`src/rtl/core/icdf_pkg.sv`:
```
`timescale 1ns / 1ps

package icdf_pkg;

    localparam int SIDE         = 64;
    localparam int ROW_W        = 6;
    localparam int CH_W         = 8;
    localparam int V_W          = 7;
    localparam int K_W          = 4;
    localparam int P_W          = V_W + K_W - 1;
    localparam int RECIP_W      = 13;
    localparam int Q_W          = P_W + RECIP_W;
    localparam int RECIP_SH     = 16;
    localparam int CW           = (ROW_W + 1 > $clog2(SIDE + 1)) ? ROW_W + 1
                                                                 : $clog2(SIDE + 1);
    localparam int BORDER_RINGS = 4;
    localparam int GRADIENT_END = 12;
    localparam int RING_OFS     = 3;

    // floor(x * 7282 / 65536) == floor(x / 9) for every x below 2**P_W
    localparam logic [RECIP_W-1:0] RECIP9      = RECIP_W'(7282);
    localparam logic [CH_W-1:0]    ALPHA_OPAQUE = 8'hFF;

    typedef struct packed {
        logic            border;
        logic            grad;
        logic            corner;
        logic [K_W-1:0]  k;
        logic [CH_W-1:0] alpha;
    } t_ctl;

    typedef struct packed {
        t_ctl                  ctl;
        logic [2:0][V_W-1:0]   ch;
    } t_pix;

endpackage

```
`src/rtl/core/icdf_if.sv`:
```
`timescale 1ns / 1ps

interface icdf_pix_if;
    logic                                  valid;
    logic                                  ready;
    logic [icdf_pkg::ROW_W-1:0]            row;
    logic [icdf_pkg::ROW_W-1:0]            col;
    logic [icdf_pkg::CH_W-1:0]             red_in;
    logic [icdf_pkg::CH_W-1:0]             green_in;
    logic [icdf_pkg::CH_W-1:0]             blue_in;
    logic [icdf_pkg::CH_W-1:0]             alpha_in;

    modport source (output valid, row, col, red_in, green_in, blue_in, alpha_in,
                    input ready);
    modport sink (input valid, row, col, red_in, green_in, blue_in, alpha_in,
                  output ready);
endinterface

interface icdf_res_if;
    logic                                  valid;
    logic                                  ready;
    logic [icdf_pkg::CH_W-1:0]             red_out;
    logic [icdf_pkg::CH_W-1:0]             green_out;
    logic [icdf_pkg::CH_W-1:0]             blue_out;
    logic [icdf_pkg::CH_W-1:0]             alpha_out;

    modport source (output valid, red_out, green_out, blue_out, alpha_out,
                    input ready);
    modport sink (input valid, red_out, green_out, blue_out, alpha_out,
                  output ready);
endinterface

```
`src/rtl/core/icdf_front.sv`:
```
`timescale 1ns / 1ps

module icdf_front (
    input  logic                        i_clk,
    input  logic                        i_rst_n,
    input  logic                        i_vld,
    input  logic                        i_en1,
    input  logic                        i_en2,
    input  logic [icdf_pkg::ROW_W-1:0]  i_row,
    input  logic [icdf_pkg::ROW_W-1:0]  i_col,
    input  logic [2:0][icdf_pkg::CH_W-1:0] i_ch,
    input  logic [icdf_pkg::CH_W-1:0]   i_alpha,
    output logic                        o_vld1,
    output logic                        o_vld2,
    output icdf_pkg::t_pix              o_pix
);

    localparam int CW = icdf_pkg::CW;

    logic                               r_vld1;
    logic                               r_vld2;
    icdf_pkg::t_ctl                     r_ctl1;
    logic [2:0][icdf_pkg::CH_W-1:0]     r_ch1;
    logic [icdf_pkg::CH_W-1:0]          r_lo;
    logic [icdf_pkg::CH_W-1:0]          r_hi;
    icdf_pkg::t_pix                     r_pix2;

    logic [CW-1:0]                      row_e;
    logic [CW-1:0]                      col_e;
    logic [CW-1:0]                      rb;
    logic [CW-1:0]                      cb;
    logic [CW-1:0]                      ring;
    logic                               outside;
    icdf_pkg::t_ctl                     n_ctl1;
    logic [icdf_pkg::CH_W-1:0]          n_lo;
    logic [icdf_pkg::CH_W-1:0]          n_hi;
    logic [icdf_pkg::CH_W-1:0]          ave;
    icdf_pkg::t_pix                     n_pix2;

    always_comb begin
        row_e   = CW'(i_row);
        col_e   = CW'(i_col);
        rb      = CW'(icdf_pkg::SIDE - 1) - row_e;
        cb      = CW'(icdf_pkg::SIDE - 1) - col_e;
        outside = (row_e >= CW'(icdf_pkg::SIDE)) || (col_e >= CW'(icdf_pkg::SIDE));
        ring    = row_e;
        if (col_e < ring) begin
            ring = col_e;
        end
        if (rb < ring) begin
            ring = rb;
        end
        if (cb < ring) begin
            ring = cb;
        end
        n_ctl1.border = outside || (ring < CW'(icdf_pkg::BORDER_RINGS));
        n_ctl1.grad   = ring < CW'(icdf_pkg::GRADIENT_END);
        n_ctl1.corner = (row_e == col_e) || ((row_e + col_e) == CW'(icdf_pkg::SIDE - 1));
        n_ctl1.k      = icdf_pkg::K_W'(ring - CW'(icdf_pkg::RING_OFS));
        n_ctl1.alpha  = i_alpha;

        n_lo = i_ch[0];
        n_hi = i_ch[0];
        for (int i = 1; i < 3; i++) begin
            if (i_ch[i] < n_lo) begin
                n_lo = i_ch[i];
            end
            if (i_ch[i] > n_hi) begin
                n_hi = i_ch[i];
            end
        end
    end

    always_comb begin
        ave        = icdf_pkg::CH_W'(({1'b0, r_lo} + {1'b0, r_hi}) >> 1);
        n_pix2.ctl = r_ctl1;
        for (int i = 0; i < 3; i++) begin
            n_pix2.ch[i] = icdf_pkg::V_W'(({1'b0, ave} + {1'b0, r_ch1[i]}) >> 2);
        end
    end

    always_ff @(posedge i_clk) begin
        if (!i_rst_n) begin
            r_vld1 <= 1'b0;
            r_vld2 <= 1'b0;
        end else begin
            if (i_en1) begin
                r_vld1 <= i_vld;
            end
            if (i_en2) begin
                r_vld2 <= r_vld1;
            end
        end
    end

    always_ff @(posedge i_clk) begin
        if (i_en1) begin
            r_ctl1 <= n_ctl1;
            r_ch1  <= i_ch;
            r_lo   <= n_lo;
            r_hi   <= n_hi;
        end
        if (i_en2) begin
            r_pix2 <= n_pix2;
        end
    end

    assign o_vld1 = r_vld1;
    assign o_vld2 = r_vld2;
    assign o_pix  = r_pix2;

endmodule

```
`src/rtl/core/icdf_scale.sv`:
```
`timescale 1ns / 1ps

module icdf_scale (
    input  logic            i_clk,
    input  logic            i_rst_n,
    input  logic            i_vld,
    input  logic            i_en_mul,
    input  logic            i_en_div,
    input  logic            i_apply,
    input  icdf_pkg::t_pix  i_pix,
    output logic            o_vld_mul,
    output logic            o_vld,
    output icdf_pkg::t_pix  o_pix
);

    localparam int P_W = icdf_pkg::P_W;
    localparam int Q_W = icdf_pkg::Q_W;

    logic                   r_vld_mul;
    logic                   r_vld_div;
    logic                   r_apply;
    icdf_pkg::t_pix         r_pix_mul;
    logic [2:0][P_W-1:0]    r_prod;
    icdf_pkg::t_pix         r_pix_div;

    logic [2:0][P_W-1:0]    n_prod;
    logic [2:0][Q_W-1:0]    quot_full;
    icdf_pkg::t_pix         n_pix_div;

    always_comb begin
        for (int i = 0; i < 3; i++) begin
            n_prod[i] = P_W'(P_W'(i_pix.ch[i]) * P_W'(i_pix.ctl.k));
        end
    end

    // divide by 9: reciprocal multiply, exact over the product range
    always_comb begin
        n_pix_div.ctl = r_pix_mul.ctl;
        for (int i = 0; i < 3; i++) begin
            quot_full[i] = Q_W'(r_prod[i]) * Q_W'(icdf_pkg::RECIP9);
            n_pix_div.ch[i] = r_apply ? quot_full[i][icdf_pkg::RECIP_SH +: icdf_pkg::V_W]
                                      : r_pix_mul.ch[i];
        end
    end

    always_ff @(posedge i_clk) begin
        if (!i_rst_n) begin
            r_vld_mul <= 1'b0;
            r_vld_div <= 1'b0;
        end else begin
            if (i_en_mul) begin
                r_vld_mul <= i_vld;
            end
            if (i_en_div) begin
                r_vld_div <= r_vld_mul;
            end
        end
    end

    always_ff @(posedge i_clk) begin
        if (i_en_mul) begin
            r_pix_mul <= i_pix;
            r_prod    <= n_prod;
            r_apply   <= i_apply;
        end
        if (i_en_div) begin
            r_pix_div <= n_pix_div;
        end
    end

    assign o_vld_mul = r_vld_mul;
    assign o_vld     = r_vld_div;
    assign o_pix     = r_pix_div;

endmodule

```
`src/rtl/core/icon_darken_frame_filter.sv`:
```
`timescale 1ns / 1ps

// Disabled-icon frame filter, one pixel per beat.
// Input channel i_pix: row, col and R, G, B, A of one icon pixel.
// Output channel o_res: filtered R, G, B and alpha for that pixel, in order.
// Pixels in the outer four rings come out opaque black; the rest are
// desaturated, darkened and, in rings 4 to 11, faded toward the frame.
// An accepted input beat passes the registered stages in order: ring/min-max,
// average, two multiply-then-divide-by-9 passes, output register.
// One pixel per cycle unless o_res stalls; no state is kept between pixels.
// Every stage has its own valid bit and holds when the stage ahead is full
// and stalled, so bubbles are squeezed out: with o_res.ready low the block
// still takes up to 7 beats before i_pix.ready drops.
// Reset (i_rst_n low, synchronous) empties the pipeline; no beat is
// presented on o_res until new input is accepted.

module icon_darken_frame_filter (
    input  logic        i_clk,
    input  logic        i_rst_n,
    icdf_pix_if.sink    i_pix,
    icdf_res_if.source  o_res
);

    logic                           vld1;
    logic                           vld2;
    logic                           vld3;
    logic                           vld4;
    logic                           vld5;
    logic                           vld6;
    logic                           r_vld7;
    logic                           en1;
    logic                           en2;
    logic                           en3;
    logic                           en4;
    logic                           en5;
    logic                           en6;
    logic                           en7;
    icdf_pkg::t_pix                 pix2;
    icdf_pkg::t_pix                 pix4;
    icdf_pkg::t_pix                 pix6;
    logic [2:0][icdf_pkg::CH_W-1:0] ch_in;
    logic [2:0][icdf_pkg::CH_W-1:0] r_ch_out;
    logic [icdf_pkg::CH_W-1:0]      r_alpha_out;
    logic [2:0][icdf_pkg::CH_W-1:0] n_ch_out;
    logic [icdf_pkg::CH_W-1:0]      n_alpha_out;

    assign en7 = !r_vld7 || o_res.ready;
    assign en6 = !vld6 || en7;
    assign en5 = !vld5 || en6;
    assign en4 = !vld4 || en5;
    assign en3 = !vld3 || en4;
    assign en2 = !vld2 || en3;
    assign en1 = !vld1 || en2;

    assign i_pix.ready = en1;
    assign ch_in = {i_pix.blue_in, i_pix.green_in, i_pix.red_in};

    icdf_front u_front (
        .i_clk   (i_clk),
        .i_rst_n (i_rst_n),
        .i_vld   (i_pix.valid),
        .i_en1   (en1),
        .i_en2   (en2),
        .i_row   (i_pix.row),
        .i_col   (i_pix.col),
        .i_ch    (ch_in),
        .i_alpha (i_pix.alpha_in),
        .o_vld1  (vld1),
        .o_vld2  (vld2),
        .o_pix   (pix2)
    );

    icdf_scale u_scale_a (
        .i_clk     (i_clk),
        .i_rst_n   (i_rst_n),
        .i_vld     (vld2),
        .i_en_mul  (en3),
        .i_en_div  (en4),
        .i_apply   (pix2.ctl.grad),
        .i_pix     (pix2),
        .o_vld_mul (vld3),
        .o_vld     (vld4),
        .o_pix     (pix4)
    );

    icdf_scale u_scale_b (
        .i_clk     (i_clk),
        .i_rst_n   (i_rst_n),
        .i_vld     (vld4),
        .i_en_mul  (en5),
        .i_en_div  (en6),
        .i_apply   (pix4.ctl.grad && pix4.ctl.corner),
        .i_pix     (pix4),
        .o_vld_mul (vld5),
        .o_vld     (vld6),
        .o_pix     (pix6)
    );

    always_comb begin
        for (int i = 0; i < 3; i++) begin
            n_ch_out[i] = pix6.ctl.border ? '0 : icdf_pkg::CH_W'(pix6.ch[i]);
        end
        n_alpha_out = pix6.ctl.border ? icdf_pkg::ALPHA_OPAQUE : pix6.ctl.alpha;
    end

    always_ff @(posedge i_clk) begin
        if (!i_rst_n) begin
            r_vld7 <= 1'b0;
        end else if (en7) begin
            r_vld7 <= vld6;
        end
    end

    always_ff @(posedge i_clk) begin
        if (en7) begin
            r_ch_out    <= n_ch_out;
            r_alpha_out <= n_alpha_out;
        end
    end

    assign o_res.valid     = r_vld7;
    assign o_res.red_out   = r_ch_out[0];
    assign o_res.green_out = r_ch_out[1];
    assign o_res.blue_out  = r_ch_out[2];
    assign o_res.alpha_out = r_alpha_out;

`ifndef ASSERT_OFF
    logic [6:0] occ;
    logic       acc_in;
    logic       acc_out;

    assign occ     = {r_vld7, vld6, vld5, vld4, vld3, vld2, vld1};
    assign acc_in  = i_pix.valid && i_pix.ready;
    assign acc_out = o_res.valid && o_res.ready;

    a_ready_when_empty: assert property (@(posedge i_clk) disable iff (!i_rst_n)
        (occ == '0) |-> i_pix.ready)
        else $error("input stalled with empty pipeline");

    a_occ_grows: assert property (@(posedge i_clk) disable iff (!i_rst_n)
        ($past(i_rst_n) && $past(acc_in && !acc_out))
            |-> ($countones(occ) == $countones($past(occ)) + 1))
        else $error("accepted beat not held in pipeline");

    a_occ_shrinks: assert property (@(posedge i_clk) disable iff (!i_rst_n)
        ($past(i_rst_n) && $past(!acc_in && acc_out))
            |-> ($countones(occ) + 1 == $countones($past(occ))))
        else $error("pipeline occupancy lost or repeated a beat");
`endif

endmodule

```
`src/flat_wrapper.sv`:
```
// flat-port wrapper written by rule: the top's interface ports become plain ports
module icon_darken_frame_filter_flat 
  (i_clk, i_rst_n, i_pix_valid, i_pix_row, i_pix_col, i_pix_red_in, i_pix_green_in, i_pix_blue_in, i_pix_alpha_in, i_pix_ready, o_res_valid, o_res_red_out, o_res_green_out, o_res_blue_out, o_res_alpha_out, o_res_ready);
  icdf_pix_if i_pix_i ();
  icdf_res_if o_res_i ();
  input  logic i_clk;
  input  logic i_rst_n;
  input wire logic [$bits(i_pix_i.valid)-1:0] i_pix_valid;
  input wire logic [$bits(i_pix_i.row)-1:0] i_pix_row;
  input wire logic [$bits(i_pix_i.col)-1:0] i_pix_col;
  input wire logic [$bits(i_pix_i.red_in)-1:0] i_pix_red_in;
  input wire logic [$bits(i_pix_i.green_in)-1:0] i_pix_green_in;
  input wire logic [$bits(i_pix_i.blue_in)-1:0] i_pix_blue_in;
  input wire logic [$bits(i_pix_i.alpha_in)-1:0] i_pix_alpha_in;
  output wire logic [$bits(i_pix_i.ready)-1:0] i_pix_ready;
  output wire logic [$bits(o_res_i.valid)-1:0] o_res_valid;
  output wire logic [$bits(o_res_i.red_out)-1:0] o_res_red_out;
  output wire logic [$bits(o_res_i.green_out)-1:0] o_res_green_out;
  output wire logic [$bits(o_res_i.blue_out)-1:0] o_res_blue_out;
  output wire logic [$bits(o_res_i.alpha_out)-1:0] o_res_alpha_out;
  input wire logic [$bits(o_res_i.ready)-1:0] o_res_ready;
  assign i_pix_i.valid = i_pix_valid;
  assign i_pix_i.row = i_pix_row;
  assign i_pix_i.col = i_pix_col;
  assign i_pix_i.red_in = i_pix_red_in;
  assign i_pix_i.green_in = i_pix_green_in;
  assign i_pix_i.blue_in = i_pix_blue_in;
  assign i_pix_i.alpha_in = i_pix_alpha_in;
  assign i_pix_ready = i_pix_i.ready;
  assign o_res_valid = o_res_i.valid;
  assign o_res_red_out = o_res_i.red_out;
  assign o_res_green_out = o_res_i.green_out;
  assign o_res_blue_out = o_res_i.blue_out;
  assign o_res_alpha_out = o_res_i.alpha_out;
  assign o_res_i.ready = o_res_ready;
  icon_darken_frame_filter u_core (.i_clk(i_clk), .i_rst_n(i_rst_n), .i_pix(i_pix_i), .o_res(o_res_i));
endmodule
```
`config.mk`:
```
export PLATFORM = sky130hd
export DESIGN_NAME = icon_darken_frame_filter_flat
export DESIGN_NICKNAME = d
export VERILOG_FILES = /design/src/rtl/core/icdf_pkg.sv /design/src/rtl/core/icdf_if.sv /design/src/rtl/core/icdf_front.sv /design/src/rtl/core/icdf_scale.sv /design/src/rtl/core/icon_darken_frame_filter.sv /design/src/flat_wrapper.sv
export SDC_FILE = /design/constraint.sdc
export NUM_CORES = 1
export LEC_CHECK = 0
export BUFFER_PORTS_ARGS = -buffer_cell sky130_fd_sc_hd__clkbuf_2
export CAP_MARGIN = 20
export CORE_MARGIN = 10
export CORE_UTILIZATION = 34
export DETAILED_ROUTE_END_ITERATION = 12
export GPL_TIMING_DRIVEN = 0
export PLACE_DENSITY_LB_ADDON = 0.2
export SLEW_MARGIN = 10
export SYNTH_ARGS = -nofsm -noshare
export SYNTH_HDL_FRONTEND = slang
export SYNTH_SLANG_ARGS = --single-unit
```
`constraint.sdc`:
```
create_clock -name i_clk -period 5.5 [get_ports i_clk]
set_clock_uncertainty 0.05 [all_clocks]
set_input_delay 0.275 -clock i_clk [delete_from_list [all_inputs] [get_ports i_clk]]
set_output_delay 0.275 -clock i_clk [all_outputs]
set_load 0.05 [all_outputs]
```
[Word-level counts from Yosys, hierarchy flattened]
Index checks and enable logic that the tools add are counted.
Cells by class
  order comparisons: 9
  muxes and demuxes: 13
  divide/modulo/power cells: 0
  shift operators: 0
  reduce and logical (&&, ||, !) cells: 16
  add/subtract/negate cells: 8
  equal/unequal tests: 2
  bitwise logic cells: 0
  multipliers: 12
Operators by type and width (count)
  $mul A10 B12 Y22 const B: 6
  $mul A7 B4 Y10: 6
  $mux W7: 8
  $add A8 B8 Y9: 4
  $mux W8: 4
  $gt A8 B8 Y1: 2
  $lt A8 B8 Y1: 2
  $lt A7 B7 Y1: 2
  $sub A6 B6 Y7 const A: 2
  $logic_or A1 B1 Y1: 8
  $add A6 B6 Y7: 1
  $eq A7 B6 Y1 const B: 1
  $logic_not A1 Y1: 7
  $lt A7 B3 Y1 const B: 1
  $lt A7 B4 Y1 const B: 1
  $eq A6 B6 Y1: 1
  $lt A6 B6 Y1: 1
  $mux W6: 1
  $sub A4 B2 Y4 const B: 1
  $logic_and A1 B1 Y1: 1
Word-level totals
  latch bits: 0
  memory bits (read-only): 0
  input port bits: 48
  output and inout bits: 34
  memories kept: 0
  word-level logic and storage cells: 125
  bits in registers: 323
  RAM bits: 0

[Longest topological paths before layout]
  depth after elaboration: 8
  mapped depth: 24
  depth with buffers taken out: 24

[Modules after synthesis]
Synthesis repeated with hierarchy kept, for this count alone.
Unflattened totals
  cell total of the unflattened synthesis: 2519
  area total of the unflattened synthesis: 29294.3 µm²
By module, submodules not included
  icdf_scale (u_core.u_scale_a): seq. area each 3133.0 µm², cells each 1004, area each 11307.1 µm², instances 1
  icdf_scale (u_core.u_scale_b): seq. area each 3133.0 µm², cells each 998, area each 11245.8 µm², instances 1
  icdf_front: seq. area each 2772.7 µm², cells each 438, area each 5535.3 µm², instances 1
  icon_darken_frame_filter: seq. area each 890.9 µm², cells each 79, area each 1206.2 µm², instances 1

[Worst setup path after synthesis]
No wires, ideal clock.
  kind: register to register
  start point: reg u_core.u_scale_b.r_prod[4] (netlist name)
  end point: reg u_core.u_scale_b.r_pix_div (netlist bit u_core.u_scale_b.o_pix[4]) (data pin)
  library setup time: 0.256 ns
  buffers on the path: 0
  clock period less this slack: 5.011 ns
  data arrival time: 4.705 ns
  required time: 5.194 ns
  setup slack: 0.489 ns
  cell stages (with the launch flop): 17
  cells stage by stage: edfxtp_1 > fa_1 > ha_1 > fa_1 > fa_1 > inv_1 > fa_1 > inv_1 > ha_1 > a211oi_1 > o21ai_0 > a22oi_2 > o21ai_2 > and2_4 > o21a_1 > or3_1 > a31o_2
RTL lines
  start, declared: line icdf_scale.sv:23  | logic [2:0][P_W-1:0] r_prod;
  start signal, assigned: line icdf_scale.sv:63  | r_prod <= n_prod;
  end signal, assigned: line icdf_scale.sv:67  | r_pix_div <= n_pix_div;
  end, declared: line icdf_scale.sv:24  | icdf_pkg::t_pix r_pix_div;

==> metrics.txt <==
I/O Pins=approximately 80; stage delay of the slowest cell on the critical path=0.57 ns; sequential element share of the synthesized area=between 30% and 40%; final setup fails=0; CP bufs+invs=2; class of the tightest hold or removal check=in -> reg; post-synthesis to final-layout area growth=13.6%; async set-reset flop share out of synthesis=0%; clock buffer depth=3; worst setup slack for register-to-register paths=roughly 0.21 ns; endpoint with the worst hold slack=u_core.u_scale_b.o_vld$_SDFFE_PN0P_; non-filler cells in the finished layout=3727; die outline height=approximately 300 µm; number of buffers added by the clock tree synthesis step=39; pin count of the biggest net entering global routing=63; total cell area at the placement stage=between 30000 and 40000 µm²; Post-Route WL=approximately 54000 µm; reg-to-reg critical path endpoint=u_core.u_scale_a.o_pix[18]$_DFFE_PP_; post-synthesis sequential element count=320; Worst Path Class, Setup=reg -> reg; TNS Setup=0 ns; share of the synthesized area in the top cell type=33.3%; kind of cell adding the most delay to the critical path=adder cells; area taken by flip-flops and latches=about 9500 µm²; Skew-Pair Late Insertion Delay=roughly 0.55 ns; Crit. End Element=flop; area of combinational cells with multiple inputs=~17000 µm²; start point of the worst hold path=o_res_ready; final antenna-violating net count=0; instance count along the most critical hold path=4; multiplexer fraction of the synthesized cell area=between 2 and 3%; fraction of the mapped netlist area in compound gates=under 10%; fill cell instance count of the final layout=approximately 7900; number of flops mapped to enable cells by yosys=313; clock transition at the registers of the reported paths=0.06 ns; final critical-path required period=around 5.3 ns; CTS tree=yes; slowest stage cell, crit path=fa_1; post-synthesis share of cell area spent on xor and xnor gates=around 3.6%; HPWL after detailed placement=roughly 45000 µm; slew margin rel.=a little under a third; Post-Place Cells=between 3000 and 4000; Final Instance Area=between 30000 and 40000 µm²; data arrival time at the worst-slack endpoint=approximately 5.5 ns; worst-margin pin slew=1.02 ns; Mean Syn Cell Area=11.6 µm²; main combinational cell family by area after synthesis=adder cells; Fmax=roughly 0.19 GHz; Worst R2R Path Depth=16; Final Hold Viols=0; Final #Nets=approximately 3400; final core area utilization=39.0%; series of cell instances along the critical path=fa_1 > ha_1 > fa_1 > fa_1 > inv_1 > fa_1 > inv_1 > ha_1 > a211o_1 > nor4_4 > o211ai_1 > nand3_2 > nand3b_1 > a21oi_1 > xnor2_1 > mux2_2; Crit Path Max Fanout=5; wire length of the first global-routing pass=slightly above 90000 µm; DIE AREA=between 90000 and 100000 µm²; Initial DRT Pass Iterations=5; Commonest cells post-synth=ha_1, inv_1, edfxtp_1, fa_1, nand2_1; placement row count=roughly 110; total vias in the final route=17300; post-synthesis share of cell area spent on and, or, nand and nor gates=7.55%; adder and majority gate portion of the synthesized area=roughly two fifths; drt wl/cell=about 15 µm; number of diodes=0; via count of the first global-routing pass=between 15000 and 20000; core area=about 82000 µm²; netlist area before placement=28200 µm²; final routed DRC violation total=0; synth top area cells=edfxtp_1, ha_1, fa_1; leftover overflow at the end of global routing=0; H-Tree Depth=2; GP Congestion=about 0.82; primary flip-flop cell chosen by synthesis mapping=edfxtp_1; GR Util All Layers=between 10% and 20%; most used cell, CP=fa_1; # Max-Cap Violations=0; Data required, critical path=about 5.8 ns; Die Span X=308 µm; cell type contributing the most total cell area after synthesis=edfxtp_1; vias per std cell=4.64; part of the cycle the worst path needs=96.2%; first-iteration detailed-routing DRC count=601; initial antenna violation count=0; count of buffers from port buffering=roughly 80; number of max-slew violations in the final report=0; total clock sinks=320; most frequent cell after synthesis=ha_1; starting utilization of the core area=34.4%; post-synthesis cell type count=between 60 and 70; run status=finished, final reports clean; post-synthesis cell count=around 2400; number of warnings printed during yosys synthesis=0; startpoint of the most critical register-to-register path=u_core.u_scale_a.r_prod[24]$_DFFE_PP_; buffer type at the clock tree root=clkbuf_16; startpoint type of the worst setup path=flop; share of cells above drive strength 1=approximately 9.7%
logic make-up after synthesis:
kind of cell	count (synthesis)
mux	73
flops	320
other cells	1
simple gates	421
compound gates	244
fa+ha+maj	768
xor+xnor	117
buf+inv	496
state kept, by name, summed over array words and instances (netlist names), 7 cells and up:
signal and count:
u_core.o_res.red_out 7, u_core.u_front.o_pix 36, u_core.u_scale_a.r_pix_mul 21, u_core.u_front.r_hi 8, u_core.u_front.n_pix2 15, u_core.u_scale_a.n_pix_div 15
u_core.u_front.r_lo 8, u_core.u_front.r_ch1 24, u_core.u_scale_b.r_prod 30, u_core.o_res.green_out 7, u_core.u_scale_a.r_prod 30, u_core.o_res.blue_out 7
u_core.u_scale_b.n_pix_div 9, u_core.u_scale_b.o_pix 30, u_core.o_res.alpha_out 8, u_core.u_scale_b.r_pix_mul 21, u_core.u_scale_a.o_pix 36
worst min-delay path: cells and delay by family:
| family | cells | cell delay [ns] |
|---|---|---|
| AOI/OAI and AO/OA | 1 | 0.15 |
| buffers and inverters | 1 | 0.07 |
| and+or+nand+nor | 2 | 0.13 |
metrics by stage:
stage               worst slack, ns  hold WS [ns]
CTS                          0.0323        0.0230
detailed placement          -0.0343         0.355
global route                -0.0412        0.0994
finish                        0.212        0.0621
global placement            -0.0192         0.351
floorplan                     0.489         0.324
per-layer routing:
layer / up-vias / GRT usage (%) / wire [µm]
li1: 8598 / - / -
met1: 8452 / 15.5 / 25400
met2: 165 / 20.3 / 26300
met3: 68 / 1.69 / 1540
met4: 0 / 2.68 / 981
met5: - / 0 / 0
cell usage in the layout (no fill, tap or decap), drive strengths merged, types with 8 or more instances in the layout:
master	Yosys	layout
a211oi	12	12
a21o	19	19
a21oi	75	75
a31oi	8	8
and2	80	80
buf	5	36
clkbuf	24	148
clkinv	0	16
dlygate4sd3	0	36
edfxtp	313	313
fa	218	218
ha	550	550
inv	467	469
mux2	32	32
mux2i	41	41
nand2	110	110
nand2b	14	14
nand3	15	15
nand4	10	10
nor2	76	76
nor2b	43	43
nor3	34	34
o21a	28	28
o21ai	46	46
o21bai	17	17
or2	17	17
xnor2	96	96
xor2	21	21
area by class of cell:
cell class / instances / share of cell area (%)
plain buffers: 29 / 0.379
repair buffers: 145 / 3.23
well taps: 1070 / 4.18
flip-flops and latches: 320 / 29.8
multi-input cells: 1626 / 52.9
inverters: 467 / 5.47
clock inverters: 24 / 0.758
clock buffers: 46 / 3.29
how the worst max path moves through the flow:
stage	cells past startpoint	start	slack (ns)	to
finish	16	u_core.u_scale_a.r_prod[24]$_DFFE_PP_	0.21	u_core.u_scale_a.o_pix[18]$_DFFE_PP_
detailed placement	18	u_core.u_scale_b.r_prod[18]$_DFFE_PP_	-0.03	u_core.u_scale_b.o_pix[13]$_DFFE_PP_
CTS	16	u_core.u_scale_a.r_prod[24]$_DFFE_PP_	0.03	u_core.u_scale_a.o_pix[18]$_DFFE_PP_
global route	16	u_core.u_scale_a.r_prod[24]$_DFFE_PP_	-0.04	u_core.u_scale_a.o_pix[18]$_DFFE_PP_
floorplan	16	u_core.u_scale_b.r_prod[4]$_DFFE_PP_	0.49	u_core.u_scale_b.o_pix[4]$_DFFE_PP_
global placement	16	u_core.u_scale_a.r_prod[4]$_DFFE_PP_	-0.02	u_core.u_scale_a.o_pix[5]$_DFFE_PP_
what timing repair did:
action	CTS	global route
hold buffers	36	0
setup endpoints to repair	4	20
buffers inserted	0	28
endpoints found under the hold margin	39	0
pin swaps	0	8
resized for setup	5	16
Power is not shown: default switching activity piles up to over one toggle a cycle in this logic, so the estimate is an artifact.
